[config.mk]
export PLATFORM = sky130hd
export DESIGN_NAME = ultrasonic_proximity_stepper_control
export DESIGN_NICKNAME = d
export VERILOG_FILES = /design/src/rtl/upsc_pkg.sv /design/src/rtl/upsc_ranger.sv /design/src/rtl/upsc_stepper.sv /design/src/rtl/ultrasonic_proximity_stepper_control.sv
export SDC_FILE = /design/constraint.sdc
export NUM_CORES = 1
export LEC_CHECK = 0
export ABC_AREA = 1
export BUFFER_PORTS_ARGS = -buffer_cell sky130_fd_sc_hd__buf_2
export CAP_MARGIN = 0
export CORE_MARGIN = 1
export CORE_UTILIZATION = 30
export DETAILED_ROUTE_END_ITERATION = 7
export HOLD_SLACK_MARGIN = 0.12
export PLACE_DENSITY_LB_ADDON = 0.3
export SLEW_MARGIN = 5
export SYNTH_ARGS = -nofsm -noshare
export SYNTH_HDL_FRONTEND = slang
export SYNTH_SLANG_ARGS = --single-unit
[constraint.sdc]
create_clock -name clock -period 16.1 [get_ports clock]
set_input_delay 4.025 -clock clock [delete_from_list [all_inputs] [get_ports clock]]
set_output_delay 4.025 -clock clock [all_outputs]
set_load 0.02 [all_outputs]
[src/rtl/upsc_pkg.sv]
// shared types, constants and register codes for the proximity stepper block
`default_nettype none

package upsc_pkg;

   localparam int unsigned COUNT_W  = 16;
   localparam int unsigned DIST_W   = 10;
   localparam int unsigned THRESH_W = 10;
   localparam int unsigned RUN_W    = 24;
   localparam int unsigned MS_CFG_W = 10;
   localparam int unsigned TIME_W   = 32;
   localparam int unsigned COIL_W   = 4;
   localparam int unsigned PHASE_W  = 2;
   localparam int unsigned CSR_IDX_W  = 3;
   localparam int unsigned CSR_DATA_W = 24;

   // divide by 116 as multiply by ceil(2^22 / 116), exact for all 16-bit counts
   localparam logic [COUNT_W-1:0] CM_RECIP       = 16'd36158;
   localparam int unsigned        CM_RECIP_SHIFT = 22;

   localparam logic [CSR_IDX_W-1:0] CSR_THRESHOLD = 3'd0;
   localparam logic [CSR_IDX_W-1:0] CSR_RUN_TIME  = 3'd1;
   localparam logic [CSR_IDX_W-1:0] CSR_STEP_PER  = 3'd2;
   localparam logic [CSR_IDX_W-1:0] CSR_MEAS_INT  = 3'd3;
   localparam logic [CSR_IDX_W-1:0] CSR_ECHO_TO   = 3'd4;

   localparam logic [THRESH_W-1:0] THRESHOLD_RST = 10'd10;
   localparam logic [RUN_W-1:0]    RUN_TIME_RST  = 24'd30000;
   localparam logic [MS_CFG_W-1:0] STEP_PER_RST  = 10'd10;
   localparam logic [MS_CFG_W-1:0] MEAS_INT_RST  = 10'd60;
   localparam logic [MS_CFG_W-1:0] ECHO_TO_RST   = 10'd30;

   localparam logic [COIL_W-1:0] COIL_FIRST = 4'b1000;

   typedef struct packed {
      logic [THRESH_W-1:0] threshold_cm;
      logic [RUN_W-1:0]    run_time_ms;
      logic [MS_CFG_W-1:0] step_period_ms;
      logic [MS_CFG_W-1:0] measure_interval_ms;
      logic [MS_CFG_W-1:0] echo_timeout_ms;
   } cfg_type;

   typedef enum logic [2:0] {
      MODE_IDLE      = 3'b001,
      MODE_WAIT_HIGH = 3'b010,
      MODE_MEASURE   = 3'b100
   } ranger_mode_type;

   typedef struct packed {
      logic              fire;
      logic              updated;
      logic [DIST_W-1:0] distance;
   } ranger_out_type;

   typedef struct packed {
      logic [COIL_W-1:0] coil;
      logic              running;
      logic              started;
      logic              finished;
   } stepper_out_type;

endpackage

`default_nettype wire

[src/rtl/upsc_ranger.sv]
// echo ranger: trigger scheduling, echo timing and distance conversion
`default_nettype none

module upsc_ranger (
   input  wire                           clock,
   input  wire                           reset,
   input  wire                           step,
   input  wire                           echo_level,
   input  wire  [upsc_pkg::COUNT_W-1:0]  timer_count,
   input  wire  [upsc_pkg::TIME_W-1:0]   now_ms,
   input  upsc_pkg::cfg_type             cfg,
   output upsc_pkg::ranger_out_type      result
);
   import upsc_pkg::*;

   ranger_mode_type     mode_ff, mode_in;
   logic [TIME_W-1:0]   last_start_ff, last_start_in;
   logic [TIME_W-1:0]   trigger_ff, trigger_in;
   logic [COUNT_W-1:0]  rise_ff, rise_in;
   logic [DIST_W-1:0]   distance_ff, distance_in;
   logic [COUNT_W-1:0]  dur;
   logic [2*COUNT_W-1:0] product;
   logic                timed_out;
   logic                interval_done;

   assign dur           = timer_count - rise_ff;
   assign product       = dur * CM_RECIP;
   assign timed_out     = (now_ms - trigger_ff) >= TIME_W'(cfg.echo_timeout_ms);
   assign interval_done = (now_ms - last_start_ff) >= TIME_W'(cfg.measure_interval_ms);

   always_comb begin
      mode_in        = mode_ff;
      last_start_in  = last_start_ff;
      trigger_in     = trigger_ff;
      rise_in        = rise_ff;
      distance_in    = distance_ff;
      result.fire    = 1'b0;
      result.updated = 1'b0;
      case (mode_ff)
         MODE_WAIT_HIGH: begin
            if (echo_level) begin
               rise_in = timer_count;
               mode_in = MODE_MEASURE;
            end else if (timed_out) begin
               distance_in    = '0;
               result.updated = 1'b1;
               mode_in        = MODE_IDLE;
            end
         end
         MODE_MEASURE: begin
            if (!echo_level) begin
               distance_in    = product[CM_RECIP_SHIFT +: DIST_W];
               result.updated = 1'b1;
               mode_in        = MODE_IDLE;
            end else if (timed_out) begin
               distance_in    = '0;
               result.updated = 1'b1;
               mode_in        = MODE_IDLE;
            end
         end
         default: begin
            mode_in = MODE_IDLE;
            if (interval_done) begin
               last_start_in = now_ms;
               trigger_in    = now_ms;
               result.fire   = 1'b1;
               mode_in       = MODE_WAIT_HIGH;
            end
         end
      endcase
      result.distance = distance_in;
   end

   always_ff @(posedge clock) begin
      if (reset) begin
         mode_ff       <= MODE_IDLE;
         last_start_ff <= '0;
         trigger_ff    <= '0;
         rise_ff       <= '0;
         distance_ff   <= '0;
      end else if (step) begin
         mode_ff       <= mode_in;
         last_start_ff <= last_start_in;
         trigger_ff    <= trigger_in;
         rise_ff       <= rise_in;
         distance_ff   <= distance_in;
      end
   end

endmodule

`default_nettype wire

[src/rtl/upsc_stepper.sv]
// run control and single-coil stepper phase sequencing
`default_nettype none

module upsc_stepper (
   input  wire                          clock,
   input  wire                          reset,
   input  wire                          step,
   input  wire  [upsc_pkg::DIST_W-1:0]  distance,
   input  wire  [upsc_pkg::TIME_W-1:0]  now_ms,
   input  upsc_pkg::cfg_type            cfg,
   output upsc_pkg::stepper_out_type    result
);
   import upsc_pkg::*;

   logic                active_ff, active_in;
   logic [PHASE_W-1:0]  phase_ff, phase_in;
   logic [TIME_W-1:0]   run_start_ff, run_start_in;
   logic [TIME_W-1:0]   last_step_ff, last_step_in;
   logic [COIL_W-1:0]   coil_ff, coil_in;
   logic                start;
   logic                active_mid;
   logic [PHASE_W-1:0]  phase_mid;
   logic [TIME_W-1:0]   run_start_mid;
   logic [TIME_W-1:0]   last_step_mid;

   assign start = (distance != '0) && (distance <= cfg.threshold_cm) && !active_ff;

   // a start reloads the run timers before the stepper looks at them
   assign active_mid    = active_ff | start;
   assign phase_mid     = start ? '0 : phase_ff;
   assign run_start_mid = start ? now_ms : run_start_ff;
   assign last_step_mid = start ? now_ms : last_step_ff;

   always_comb begin
      active_in       = active_mid;
      phase_in        = phase_mid;
      run_start_in    = run_start_mid;
      last_step_in    = last_step_mid;
      coil_in         = coil_ff;
      result.finished = 1'b0;
      if (active_mid) begin
         if ((now_ms - run_start_mid) >= TIME_W'(cfg.run_time_ms)) begin
            coil_in         = '0;
            active_in       = 1'b0;
            result.finished = 1'b1;
         end else if ((now_ms - last_step_mid) >= TIME_W'(cfg.step_period_ms)) begin
            last_step_in = now_ms;
            coil_in      = COIL_FIRST >> phase_mid;
            phase_in     = phase_mid + PHASE_W'(1);
         end
      end
      result.coil    = coil_in;
      result.running = active_in;
      result.started = start;
   end

   always_ff @(posedge clock) begin
      if (reset) begin
         active_ff    <= 1'b0;
         phase_ff     <= '0;
         run_start_ff <= '0;
         last_step_ff <= '0;
         coil_ff      <= '0;
      end else if (step) begin
         active_ff    <= active_in;
         phase_ff     <= phase_in;
         run_start_ff <= run_start_in;
         last_step_ff <= last_step_in;
         coil_ff      <= coil_in;
      end
   end

endmodule

`default_nettype wire

[src/rtl/ultrasonic_proximity_stepper_control.sv]
// top level: input register, millisecond clock, csr bank, ranger, stepper, result register
// an accepted item passes through the input register and then the result register
// throughput: one item per cycle without rsp_stall; ranger and stepper finish in one pass
// req_stall rises only while the input register is full and the result register is held
// reset: synchronous, active high; clears control state, restores register defaults
`default_nettype none

module ultrasonic_proximity_stepper_control (
   input  wire                              clock,
   input  wire                              reset,
   input  wire                              req_valid,
   output logic                             req_stall,
   input  wire                              req_echo_level,
   input  wire  [upsc_pkg::COUNT_W-1:0]     req_timer_count,
   input  wire                              req_ms_tick,
   output logic                             rsp_valid,
   input  wire                              rsp_stall,
   output logic                             rsp_trigger_fire,
   output logic [upsc_pkg::DIST_W-1:0]      rsp_distance_cm,
   output logic                             rsp_distance_updated,
   output logic [upsc_pkg::COIL_W-1:0]      rsp_coil_drive,
   output logic                             rsp_motor_running,
   output logic                             rsp_run_started,
   output logic                             rsp_run_finished,
   input  wire                              csr_wr_en,
   input  wire  [upsc_pkg::CSR_IDX_W-1:0]   csr_index,
   input  wire  [upsc_pkg::CSR_DATA_W-1:0]  csr_wdata
);
   import upsc_pkg::*;

   logic                stg_valid_ff;
   logic                stg_echo_ff;
   logic [COUNT_W-1:0]  stg_count_ff;
   logic                stg_tick_ff;
   logic                out_valid_ff;
   logic [TIME_W-1:0]   now_ff, now_in;
   cfg_type             cfg_ff;
   logic                advance;
   logic                accept;
   ranger_out_type      rng;
   stepper_out_type     stp;

   assign advance   = stg_valid_ff && (!out_valid_ff || !rsp_stall);
   assign req_stall = stg_valid_ff && !advance;
   assign accept    = req_valid && !req_stall;
   assign now_in    = now_ff + TIME_W'(stg_tick_ff);

   always_ff @(posedge clock) begin
      if (reset) begin
         cfg_ff.threshold_cm        <= THRESHOLD_RST;
         cfg_ff.run_time_ms         <= RUN_TIME_RST;
         cfg_ff.step_period_ms      <= STEP_PER_RST;
         cfg_ff.measure_interval_ms <= MEAS_INT_RST;
         cfg_ff.echo_timeout_ms     <= ECHO_TO_RST;
      end else if (csr_wr_en) begin
         case (csr_index)
            CSR_THRESHOLD: cfg_ff.threshold_cm        <= csr_wdata[THRESH_W-1:0];
            CSR_RUN_TIME:  cfg_ff.run_time_ms         <= csr_wdata[RUN_W-1:0];
            CSR_STEP_PER:  cfg_ff.step_period_ms      <= csr_wdata[MS_CFG_W-1:0];
            CSR_MEAS_INT:  cfg_ff.measure_interval_ms <= csr_wdata[MS_CFG_W-1:0];
            CSR_ECHO_TO:   cfg_ff.echo_timeout_ms     <= csr_wdata[MS_CFG_W-1:0];
            default: ;
         endcase
      end
   end

   always_ff @(posedge clock) begin
      if (reset) begin
         stg_valid_ff <= 1'b0;
      end else if (accept) begin
         stg_valid_ff <= 1'b1;
      end else if (advance) begin
         stg_valid_ff <= 1'b0;
      end
   end

   always_ff @(posedge clock) begin
      if (accept) begin
         stg_echo_ff  <= req_echo_level;
         stg_count_ff <= req_timer_count;
         stg_tick_ff  <= req_ms_tick;
      end
   end

   always_ff @(posedge clock) begin
      if (reset) begin
         now_ff <= '0;
      end else if (advance) begin
         now_ff <= now_in;
      end
   end

   upsc_ranger u_ranger (
      .clock       (clock),
      .reset       (reset),
      .step        (advance),
      .echo_level  (stg_echo_ff),
      .timer_count (stg_count_ff),
      .now_ms      (now_in),
      .cfg         (cfg_ff),
      .result      (rng)
   );

   upsc_stepper u_stepper (
      .clock    (clock),
      .reset    (reset),
      .step     (advance),
      .distance (rng.distance),
      .now_ms   (now_in),
      .cfg      (cfg_ff),
      .result   (stp)
   );

   always_ff @(posedge clock) begin
      if (reset) begin
         out_valid_ff <= 1'b0;
      end else if (advance) begin
         out_valid_ff <= 1'b1;
      end else if (!rsp_stall) begin
         out_valid_ff <= 1'b0;
      end
   end

   always_ff @(posedge clock) begin
      if (advance) begin
         rsp_trigger_fire     <= rng.fire;
         rsp_distance_cm      <= rng.distance;
         rsp_distance_updated <= rng.updated;
         rsp_coil_drive       <= stp.coil;
         rsp_motor_running    <= stp.running;
         rsp_run_started      <= stp.started;
         rsp_run_finished     <= stp.finished;
      end
   end

   assign rsp_valid = out_valid_ff;

   // coils are off whenever no run is active
   a_coils_off_when_idle: assert property (@(posedge clock) disable iff (reset)
      rsp_valid && !rsp_motor_running |-> rsp_coil_drive == '0)
      else $error("coils driven with no active run");

   a_single_coil: assert property (@(posedge clock) disable iff (reset)
      rsp_valid |-> $onehot0(rsp_coil_drive))
      else $error("more than one coil driven");

   // a trigger comes only from idle, a distance update never does
   a_fire_excludes_update: assert property (@(posedge clock) disable iff (reset)
      rsp_valid |-> !(rsp_trigger_fire && rsp_distance_updated))
      else $error("trigger and distance update in the same item");

   a_finish_stops_run: assert property (@(posedge clock) disable iff (reset)
      rsp_valid && rsp_run_finished |-> !rsp_motor_running)
      else $error("run still active after finishing");

   a_stall_needs_item: assert property (@(posedge clock) disable iff (reset)
      req_stall |-> stg_valid_ff && out_valid_ff && rsp_stall)
      else $error("input stalled without a held item");

endmodule

`default_nettype wire
## Yosys cells after proc, flatten, opt, wreduce, memory -nomap -nowiden

Cells that the tools add are included.

- Output and inout port bits: 21
- Bits in registers: 267
- Logic and storage cells: 104
- Input bits: 50

- Multiplexer cells: 33
- Bitwise gates (word level): 2
- Reductions and logical operators: 22
- Multiply operators: 1
- $lt $le $gt $ge: 5
- Shifts and indexed selects: 1
- Eq/ne operators: 7
- Add/subtract/negate cells: 6

Operator list:

| kind | number |
|---|---|
| 32-bit 2-to-1 mux | 5 |
| 32-bit by 10-bit >= comparator with 1-bit output | 3 |
| 32-bit subtractor | 3 |
| 32-bit by 1-bit adder with 32-bit output | 1 |
| 32-bit by 24-bit >= comparator with 1-bit output | 1 |
| 16-bit by 15-bit multiplier with 31-bit output, second input constant | 1 |
| 10-bit 2-to-1 mux | 3 |
| 10-bit case mux with 2 select lines | 1 |
| 16-bit subtractor | 1 |
| 4-bit 2-to-1 mux | 3 |
| 1-bit 2-to-1 mux | 11 |
| 10-bit <= comparator | 1 |
| 2-bit 2-to-1 mux | 5 |
| 2-bit AND reduction | 5 |
| 10-bit nonzero test | 1 |
| 3-bit by 2-bit == test with 1-bit output, second input constant | 3 |
| 3-bit 2-to-1 mux | 3 |
| 3-bit == test, second input constant | 2 |
| 3-bit case mux with 2 select lines | 1 |
| 3-bit AND reduction | 2 |
| 1-bit logical AND | 5 |
| 1-bit zero test | 5 |
| 4-bit by 2-bit right shift with 4-bit output, first input constant | 1 |
| 3-bit by 1-bit == test with 1-bit output, second input constant | 1 |
| 9 further kinds | 9 |

## Logic depth before layout (Yosys ltp)

Gate-level depths: netlist (run 1).

- Depth after elaboration: 15
- Gate-level depth with buffers: 96
- Mapped depth without buffers: 93

## By module

From an unflattened synthesis (run 1), not the netlist that was laid out.

- Cells, all modules: 4,144
- Area total of the unflattened synthesis: 26,867.0 um^2

By module, submodules not included:

| module | seq. area each (um^2) | cells each | area each (um^2) | times used |
|---|---|---|---|---|
| upsc_ranger | 1,221.2 | 1,674 | 11,252.0 | 1 |
| upsc_stepper | 1,421.4 | 1,758 | 10,030.9 | 1 |
| ultrasonic_proximity_stepper_control | 3,072.9 | 712 | 5,584.1 | 1 |

## Least setup slack after synthesis (run 1)

Ideal clock, no wire load.

- Kind: register to register
- From: reg stg_count_ff[2]
- To: reg u_stepper.last_step_ff[2]
- Setup slack: 2.530 ns
- Setup time: 0.132 ns
- Data arrival time: 13.437 ns
- Data required time: 15.968 ns
- Buffers on the path: 3
- Cell stages (with the launch flop): 86
- Period minus slack after synthesis: 13.570 ns
- Cells stage by stage: edfxtp_1 ha_1 nand2_1 nor2_1 a211oi_1 o21ai_0 a21oi_1 o21ai_0 a21oi_1 o21ai_0 nand2_1 inv_1 o21ai_0 nand2_1 a21oi_1 o21bai_1 a21oi_1 o21bai_1 [50 not listed] o21ai_0 a21oi_1 o21ai_0 xor2_1 ha_1 nand4_1 o221ai_1 a21oi_1 nand2_1 nor3_1 nand2_1 nor3_1 nand3_2 nor2_4 buf_2 nand3_1 nand3_1 a21oi_1

RTL lines:

| what | line | RTL |
|---|---|---|
| start, declared | ultrasonic_proximity_stepper_control.sv:33 | `logic [COUNT_W-1:0] stg_count_ff;` |
| start signal, assigned | ultrasonic_proximity_stepper_control.sv:80 | `stg_count_ff <= req_timer_count;` |
| end signal, assigned | upsc_stepper.sv:68 | `last_step_ff <= last_step_in;` |
| end, declared | upsc_stepper.sv:18 | `logic [TIME_W-1:0] last_step_ff, last_step_in;` |

==> results of run 1 <==
[final timing paths]
check,startpoint,end,slack [ps],cells after the start
worst max-delay path,stg_count_ff[2]$_DFFE_PP_,u_stepper.last_step_ff[2]$_SDFFE_PP0P_,1280,89
worst min register to register,u_ranger.last_start_ff[20]$_SDFFE_PP0P_,u_ranger.last_start_ff[20]$_SDFFE_PP0P_,460,2
worst max register to register,stg_count_ff[2]$_DFFE_PP_,u_stepper.last_step_ff[2]$_SDFFE_PP0P_,1280,89
worst min-delay path,u_ranger.last_start_ff[20]$_SDFFE_PP0P_,u_ranger.last_start_ff[20]$_SDFFE_PP0P_,460,2
[worst max-delay path: cells and delay by family (launching register included)]
kind	cells	cell delay [ps]
flops	1	380
compound gates	32	4590
buf+inv	15	1630
xor+xnor	2	410
fa+ha+maj	12	4950
simple gates	28	2710
[flip-flops by register name, summed over array words and instances, names as in the netlist]
name,cells
u_stepper.active_ff,1
u_stepper.coil_ff,4
stg_count_ff,16
rsp_coil_drive,4
rsp_distance_cm,10
rsp_motor_running,1
u_stepper.run_start_ff,32
stg_echo_ff,1
cfg_ff,64
now_ff,32
u_ranger.last_start_ff,32
rsp_run_started,1
rsp_trigger_fire,1
rsp_valid,1
u_ranger.mode_ff,3
u_ranger.distance_ff,10
rsp_distance_updated,1
rsp_run_finished,1
u_ranger.rise_ff,16
u_stepper.last_step_ff,32
stg_tick_ff,1
u_stepper.phase_ff,2
stg_valid_ff,1
[metrics by stage]
step	setup WS (ps)	TNS (ps)	std cells	cell area (um2)
5_1_grt	-20.76	-136.1	4679	27290
2_1_floorplan	2530	0	3548	24430
3_5_place_dp	365.4	0	4608	25880
3_3_place_gp	840.2	0	4608	25880
4_1_cts	328.1	0	4672	27100
6_report	1282	0	4680	27290
[power by group through the flow]
stage	sequential, uW	combinational [uW]	clock (uW)
finish	733	3620	840
floorplan	746	2690	0
global placement	747	3540	0
detailed placement	747	3540	0
global route	737	4210	885
CTS	733	3570	863
[layout make-up]
type                            count  share of cell area, %
Inverter                          756                  10.45
Multi-Input combinational cell   2437                  57.10
Timing Repair inverter              1                0.01834
Sequential cell                   267                  20.94
Antenna cell                        1               0.009170
Timing Repair Buffer               94                  2.137
Tap cell                         1060                  4.860
Clock buffer                       46                  3.622
Clock inverter                     18                 0.8620
[synth_stat cells (all sizes together) (2+ instances only)]
master   number  area [um2]
buf          20       123.9
or2           8       50.05
nor3         29       145.1
a21oi       356        1789
clkbuf       69       259.0
edfxtp       37        1111
o211ai       30       225.2
nand2       740        2823
nor2        221       895.9
dfxtp       230        4604
a21boi        7       52.55
fa           84        1682
and3          2       12.51
xnor2        27       236.5
and2          4       25.02
xor2         81       709.4
o21ai       263        1316
nor4         12       75.07
clkinv        3       11.26
o31ai         3       22.52
nand4        40       256.5
a21o         10       75.07
a211oi       17       127.6
o21a          9       67.56
o2111ai       2       17.52
o21bai       26       195.2
a31oi        13       81.33
ha          293        3666
nand3b       12       90.09
inv         753        2826
nand3       138       778.3
[timing repair]
item / CTS / global route
hold buffers: 0 / 0
hold endpoints to repair: 0 / 0
endpoints found under the setup margin: 0 / 45
buffers inserted: 0 / 4
resized for setup: 0 / 38
[routing by layer]
metal | share of wire (%) | vias up
li1 | - | 11480
met1 | 48 | 10000
met2 | 45 | 396
met3 | 4.4 | 82
met4 | 2.2 | 0
met5 | 0 | -
[cell families (layout without fill, tap and decap cells)]
group / Yosys count / in the layout / share of synthesized area [%]
buf+inv: 845 / 915 / 13.18
fa+ha+maj: 377 / 377 / 21.89
other cells: 0 / 1 / 0
flops: 267 / 267 / 23.40
compound gates: 743 / 743 / 16.52
simple gates: 1208 / 1209 / 21.14
xor+xnor: 108 / 108 / 3.872
==> qor.csv, run 1 <==
stage;metric;value;unit
status;outcome;finished clean;
synth;synthesis.nets;3975;
global_routing;antenna_found_initial;3;
finish;drive_gt1_share;6.107;%
pwr;clockPowerShare;16.2;%
drt;routedWlPerCell;14.70;um
min_path;hp-class;register to register;
worst_setup_path;endpoint_kind;register;
pwr;ir_drop;260.3;uV
drt;dr.first_iter.drc_count;1281;
drt;route.detailed.drc;0;
synth;synth.distinct_cells;57;
synth;synth_seq_cells;267;
placed_design;hpwl;54000;um
synth;avgSynthCellArea;6.885;um2
placed_design;numPortBuffers;70;
global_routing;grt_max_degree;94;
floorplan;coreArea;80550;um2
drt;vias;21960;
timing;hold_ws;457.9;ps
pwr;combPwrFrac;69.7;%
placed_design;place.gp.congestion;0.8986;
clock_tree;clk_latency;570;ps
pwr;swShare;51.06;%
clock_tree;clockBufferDepth;3;
pwr;internal-power;2541;uW
pwr;leakage;0.01373;uW
clock_tree;cts_made_buffers;35;
synth;synthArstFlopShare;0;%
drt;drtPass1Iterations;6;
finish;fin_util;33.88;%
worst_setup_path;arrival;15230;ps
clock_tree;cts.sinks;267;
finish;n_fill_cell;8702;
synth;yosysSeqAreaShare;23.40;%
timing;worstMarginPinSlew;1005;ps
synth;syn_inst;3548;
floorplan;die_h;287.4;um
synth;syn_area;24430;um2
pwr;power;5193;uW
global_routing;gr-usage-met2;27.58;%
global_routing;grt_pass1_wl;111000;um
finish;nets;4019;
floorplan;die_w;287.4;um
worst_setup_path;criticalPathCategory;register to register;
timing;hold_viol_final;0;
global_routing;grt_pass1_vias;21090;
finish;regArea;5715;um2
pwr;p_switching;2652;uW
clock_tree;cts_tree;built;
synth;ys.flop_type;dfxtp_1;
finish;multi_input_area;15580;um2
run;cap_violations;0;
clock_tree;cts_root_buf;clkbuf_16;
pwr;seqPwrFrac;14.1;%
floorplan;die_area;82580;um2
timing;fin_worst_skew;33.79;ps
timing;finalMaxSlewViolations;0;
clock_tree;clk_pin_slew_worst_paths;60;ps
floorplan;rows;104;
worst_setup_path;path_max_fanout;13;
timing;slew_headroom;33.02;%
pwr;power.density;190.3;nW/um2
worst_setup_path;slowest_stage;fa_1;
global_routing;met3_usage;1.992;%
drt;wirelength;68800;um
drt;ant_nets;0;
timing;period_needed;14820;ps
timing;setup_violations;0;
finish;synthToLayoutAreaGrowth;11.71;%
clock_tree;cts_max_level;2;
worst_setup_path;cp-start-kind;register;
timing;fin_crit_sh;92.03;%
global_routing;track_usage;16.71;%
finish;mostFrequentLayoutCell;inv_1;
floorplan;start_util;30.33;%
floorplan;ios;71;
worst_setup_path;slowest_delay;540;ps
synth;synth_warnings;0;
global_routing;grt_overflow;0;
global_routing;grt_use_met1;22.88;%
finish;final_cell_mix;inv_1 (748), nand2_1 (730), a21oi_1 (351);
synth;synth_edf_count;37;
timing;fmax;67.49;MHz
worst_setup_path;crit_top_cell;nand2_1;
worst_setup_path;cp.required;16510;ps
drt;vias_per_cell;4.691;
global_routing;grt_most_used_layer;met2;
No activity file was read; power rests on OpenSTA's default activity.
==> run 2: changes to the inputs <==
--- a/config.mk
+++ b/config.mk
@@ -9,7 +9,8 @@
 export BUFFER_PORTS_ARGS = -buffer_cell sky130_fd_sc_hd__buf_2
 export CAP_MARGIN = 0
 export CORE_MARGIN = 1
-export CORE_UTILIZATION = 30
+export CORE_UTILIZATION = 55
+export CTS_BUF_LIST = sky130_fd_sc_hd__clkbuf_2
 export DETAILED_ROUTE_END_ITERATION = 7
 export HOLD_SLACK_MARGIN = 0.12
 export PLACE_DENSITY_LB_ADDON = 0.3
==> qor.csv, run 2 (synthesis gave the netlist of run 1 again) <==
stage;metric;value;unit
placed_design;place.gp.congestion;0.9730;
global_routing;antenna_found_initial;1;
placed_design;hpwl;49890;um
worst_setup_path;slowest_delay;550;ps
floorplan;coreArea;43460;um2
finish;largest_register_ffs;64;
drt;wirelength;63240;um
worst_setup_path;cp-start-kind;register;
global_routing;grt_overflow;0;
worst_setup_path;slowest_stage;fa_1;
worst_setup_path;crit_end;u_stepper.last_step_ff[20]$_SDFFE_PP0P_;
timing;hold_ws;463.5;ps
worst_setup_path;path_max_fanout;36;
global_routing;grt_pass1_vias;21140;
clock_tree;clockBufferDepth;3;
drt;vias_per_cell;5.304;
finish;fin_util;59.88;%
pwr;power.density;183.7;nW/um2
clock_tree;clk_latency;1040;ps
finish;top_register;cfg_ff;
drt;routedWlPerCell;14.83;um
finish;final_cell_mix;inv_1 (748), nand2_1 (730), a21oi_1 (354);
drt;drtPass1Iterations;6;
timing;fmax;67.13;MHz
clock_tree;cts_root_buf;clkbuf_2;
timing;worstMarginPinSlew;1188;ps
clock_tree;cts_max_level;3;
global_routing;track_usage;28.76;%
floorplan;die_w;212.8;um
worst_setup_path;cp.required;17000;ps
pwr;leakage;0.01358;uW
pwr;ir_drop;398.2;uV
global_routing;grt_pass1_wl;104100;um
worst_setup_path;endpoint_kind;register;
min_path;hp-class;register to register;
finish;mostFrequentLayoutCell;inv_1;
worst_setup_path;rrSetupSlack;1200;ps
clock_tree;cts_tree;built;
timing;finalMaxSlewViolations;0;
drt;dr.first_iter.drc_count;1815;
drt;vias;22610;
worst_setup_path;r2r_end;u_stepper.last_step_ff[20]$_SDFFE_PP0P_;
clock_tree;cts.sinks;267;
timing;setup_violations;0;
floorplan;start_util;56.22;%
finish;drive_gt1_share;7.044;%
finish;synthToLayoutAreaGrowth;6.520;%
timing;fin_crit_sh;92.53;%
timing;period_needed;14900;ps
global_routing;grt_max_degree;109;
clock_tree;hold_buffers;0;
clock_tree;cts_made_buffers;75;
worst_setup_path;arrival;15800;ps
floorplan;ios;71;
floorplan;die_h;212.8;um
floorplan;die_area;45260;um2
run;cap_violations;0;
worst_setup_path;criticalPathCategory;register to register;
drt;route.detailed.drc;0;
timing;fin_worst_skew;120.9;ps
clock_tree;clk_pin_slew_worst_paths;110;ps
timing;slew_headroom;20.16;%
worst_setup_path;reg2reg_depth;87;
worst_setup_path;crit_path_start;stg_count_ff[2]$_DFFE_PP_;
floorplan;rows;76;
worst_setup_path;regToRegStartpoint;stg_count_ff[2]$_DFFE_PP_;
timing;hold_viol_final;0;
worst_setup_path;crit_top_cell;nand2_1;
status;outcome;finished clean;
placed_design;numPortBuffers;70;
finish;nets;4055;
drt;ant_nets;0;
## run 2: cell types whose count changed in the layout (fill, tap and decap cells not counted), moves of 4 or more
cell       previous run  this run
clkbuf_2              0        96
clkinv_2              9         4
clkbuf_16            37         0
clkinv_1              1        20
clkbuf_1              5         0
clkbuf_8              5         0
bufinv_16             5         1
## run 2: stage by stage
step | setup TNS [ps] | total power, uW | cells | setup slack (ps) | instance area [um2]
after floorplan | 0 | 3440 | 3548 | 2530 | 24430
after global placement | 0 | 4183 | 4131 | 758.1 | 25270
after detailed placement | 0 | 4230 | 4131 | 304.5 | 25270
after CTS | 0 | 4749 | 4257 | 236.2 | 25910
after global routing | -98.73 | 5435 | 4263 | -32.71 | 26020
final | 0 | 4779 | 4263 | 1203 | 26020
## run 2: area by class of cell
| class | instances | area [um2] |
|---|---|---|
| Tap cell | 585 | 732.0 |
| Clock buffer | 96 | 480.5 |
| Clock inverter | 30 | 167.7 |
| Inverter | 756 | 2849 |
| Antenna cell | 1 | 2.502 |
| Multi-Input combinational cell | 2436 | 15550 |
| Timing Repair inverter | 1 | 5.005 |
| Sequential cell | 267 | 5715 |
| Fill cell | 4188 | 17430 |
| Timing Repair Buffer | 91 | 524.3 |
## run 2: per-layer routing
metal  wire [um]  part of all wire (%)  track usage (%)
met1       29400                    46            39.14
met2       27250                    43            44.85
met3        5008                   7.9            6.383
met4        1581                   2.5            9.725
met5           0                     0                0
## run 2: critical path: cells and delay by family, from the launching register on
kind / cells / cell delay [ps]
flops: 1 / 410
simple gates: 30 / 3060
buf+inv: 13 / 1420
xor+xnor: 2 / 410
compound gates: 30 / 4490
fa+ha+maj: 12 / 4940
## run 2: worst min-delay path by stage
stage / startpoint / end / slack [ps] / cells after the start
final: cfg_ff[63]$_SDFFE_PP0P_ / cfg_ff[63]$_SDFFE_PP0P_ / 460 / 2
after global routing: u_ranger.last_start_ff[9]$_SDFFE_PP0P_ / u_ranger.last_start_ff[9]$_SDFFE_PP0P_ / 480 / 2
after CTS: cfg_ff[18]$_SDFFE_PP0P_ / cfg_ff[18]$_SDFFE_PP0P_ / 470 / 2
after detailed placement: u_ranger.rise_ff[13]$_SDFFE_PP0P_ / u_ranger.rise_ff[13]$_SDFFE_PP0P_ / 450 / 2
after global placement: u_ranger.rise_ff[12]$_SDFFE_PP0P_ / u_ranger.rise_ff[12]$_SDFFE_PP0P_ / 440 / 2
after floorplan: u_ranger.rise_ff[10]$_SDFFE_PP0P_ / u_ranger.rise_ff[10]$_SDFFE_PP0P_ / 430 / 2
## run 2: power by group
group | switching, uW | total [uW] | leakage, uW | internal, uW
Combinational | 2260 | 3560 | 0.0109 | 1300
Clock | 304 | 488 | 0.000480 | 183
Sequential | 17.4 | 732 | 0.00224 | 714
Total | 2580 | 4780 | 0.0136 | 2200
## run 2: timing repair
item / CTS / global route
buffers inserted: 0 / 4
gates resized for setup: 0 / 31
setup endpoints to repair: 0 / 45
==> run 3: changes to the inputs <==
==> constraint.sdc (replaced) <==
create_clock -name clock -period 17.91 [get_ports clock]
set_input_delay 4.4775 -clock clock [delete_from_list [all_inputs] [get_ports clock]]
set_output_delay 4.4775 -clock clock [all_outputs]
set_load 0.02 [all_outputs]
==> qor.csv, run 3 (synthesis gave the netlist of run 1 again) <==
stage;metric;value;unit
global_routing;grt_overflow;0;
timing;setup_violations;0;
floorplan;ios;71;
global_routing;grt_use_met1;41.23;%
global_routing;gr-usage-met2;43.78;%
global_routing;track_usage;28.65;%
finish;nets;4049;
global_routing;grt_most_used_layer;met2;
floorplan;die_w;212.8;um
worst_setup_path;rrSetupSlack;1460;ps
placed_design;preCtsSetupSlack;1320;ps
timing;fin_worst_skew;75.48;ps
timing;fin_crit_sh;91.82;%
clock_tree;cts_max_level;3;
pwr;power.density;166.3;nW/um2
drt;drtPass1Iterations;8;
global_routing;grt_max_degree;103;
timing;hold_viol_final;0;
pwr;seqPwrFrac;15.2;%
clock_tree;post-cts-setup-buffers;0;
worst_setup_path;criticalPathCategory;register to register;
clock_tree;clockBufferDepth;3;
worst_setup_path;path_max_fanout;56;
clock_tree;hold_buffers;0;
pwr;ir_drop;291.9;uV
drt;vias_per_cell;5.301;
pwr;combPwrFrac;73.8;%
pwr;leakage;0.01360;uW
finish;final_cell_area;26000;um2
timing;period_needed;16450;ps
global_routing;antenna_found_initial;4;
clock_tree;cts_tree;built;
finish;top_register;cfg_ff;
worst_setup_path;cp-start-kind;register;
worst_setup_path;crit_top_cell;nand2_1;
floorplan;start_util;56.22;%
finish;synthToLayoutAreaGrowth;6.443;%
finish;largest_register_ffs;64;
global_routing;grt_pass1_vias;20690;
worst_setup_path;arrival;17280;ps
floorplan;rows;76;
timing;worstMarginPinSlew;1018;ps
timing;finalMaxSlewViolations;0;
pwr;swShare;53.83;%
clock_tree;cts-resized-gates;0;
worst_setup_path;cp.required;18740;ps
pwr;clockPowerShare;11.0;%
clock_tree;clk_pin_slew_worst_paths;110;ps
pwr;internal-power;1996;uW
clock_tree;cts_root_buf;clkbuf_2;
clock_tree;cts.sinks;267;
finish;final_cell_mix;inv_1 (749), nand2_1 (730), a21oi_1 (354);
timing;setup_ws;1465;ps
global_routing;met3_usage;4.986;%
drt;routedWlPerCell;14.84;um
timing;fmax;60.81;MHz
timing;slew_headroom;31.23;%
status;outcome;finished clean;
floorplan;die_area;45260;um2
clock_tree;clk_latency;1030;ps
pwr;p_switching;2328;uW
placed_design;place.gp.congestion;0.9898;
finish;n_fill_cell;4150;
timing;hold_ws;461.5;ps
worst_setup_path;slowest_delay;540;ps
drt;route.detailed.drc;0;
worst_setup_path;cp_num_buf_inv;16;
drt;ant_nets;0;
finish;drive_gt1_share;7.018;%
finish;fin_util;59.84;%
clock_tree;cts_made_buffers;75;
min_path;hp-class;register to register;
drt;vias;22590;
run;cap_violations;0;
placed_design;placed_area;25260;um2
worst_setup_path;critPathTopFamily;compound AO/OA/AOI/OAI gates;
placed_design;numPortBuffers;70;
worst_setup_path;slowest_stage;fa_1;
floorplan;die_h;212.8;um
floorplan;coreArea;43460;um2
global_routing;grt_pass1_wl;103800;um
worst_setup_path;endpoint_kind;register;
drt;wirelength;63240;um
drt;dr.first_iter.drc_count;1905;
placed_design;hpwl;49940;um
finish;mostFrequentLayoutCell;inv_1;
==> run 3: final timing paths <==
kind	from	end	cells past startpoint
worst max-delay path	stg_count_ff[2]$_DFFE_PP_	u_stepper.phase_ff[0]$_SDFFE_PP0P_	88
worst min-delay path	u_ranger.rise_ff[8]$_SDFFE_PP0P_	u_ranger.rise_ff[8]$_SDFFE_PP0P_	2
worst max register to register	stg_count_ff[2]$_DFFE_PP_	u_stepper.phase_ff[0]$_SDFFE_PP0P_	88
worst min register to register	u_ranger.rise_ff[8]$_SDFFE_PP0P_	u_ranger.rise_ff[8]$_SDFFE_PP0P_	2
==> run 3: power groups by stage <==
stage | logic, uW | registers, uW | clock network (uW)
finish | 3190 | 657 | 477
global route | 3700 | 662 | 522
CTS | 3160 | 657 | 489
detailed placement | 3130 | 671 | 0
global placement | 3110 | 670 | 0
floorplan | 2420 | 671 | 0
==> run 3: through the flow <==
stage               total power [uW]  TNS, ps  instances
floorplan                       3092        0       3548
global placement                3779        0       4130
detailed placement              3797        0       4130
CTS                             4303        0       4261
global route                    4882   -2.569       4262
finish                          4324        0       4262
==> run 3: layout make-up <==
type / count / area, um2 / area share [%]
clock buffers: 107 / 535.5 / 2.059
flip-flops and latches: 267 / 5715 / 21.98
multi-input cells: 2436 / 15520 / 59.69
repair buffers: 86 / 484.2 / 1.862
clock inverters: 24 / 170.2 / 0.6544
diodes: 1 / 2.502 / 0.009623
well taps: 585 / 732.0 / 2.815
inverters: 756 / 2843 / 10.93
==> run 3: worst register-to-register path: cells and delay by family (launching register included) <==
| family | cells | cell delay [ps] |
|---|---|---|
| buf+inv | 16 | 2300 |
| simple gates | 28 | 3210 |
| flops | 1 | 400 |
| xor+xnor | 2 | 390 |
| compound gates | 31 | 5330 |
| fa+ha+maj | 11 | 4650 |
==> run 3: metal layers <==
layer  up-vias  wire (um)
li1      11560          -
met1     10260      30900
met2       678      26580
met3        95       4679
met4         2       1073
met5         -         11
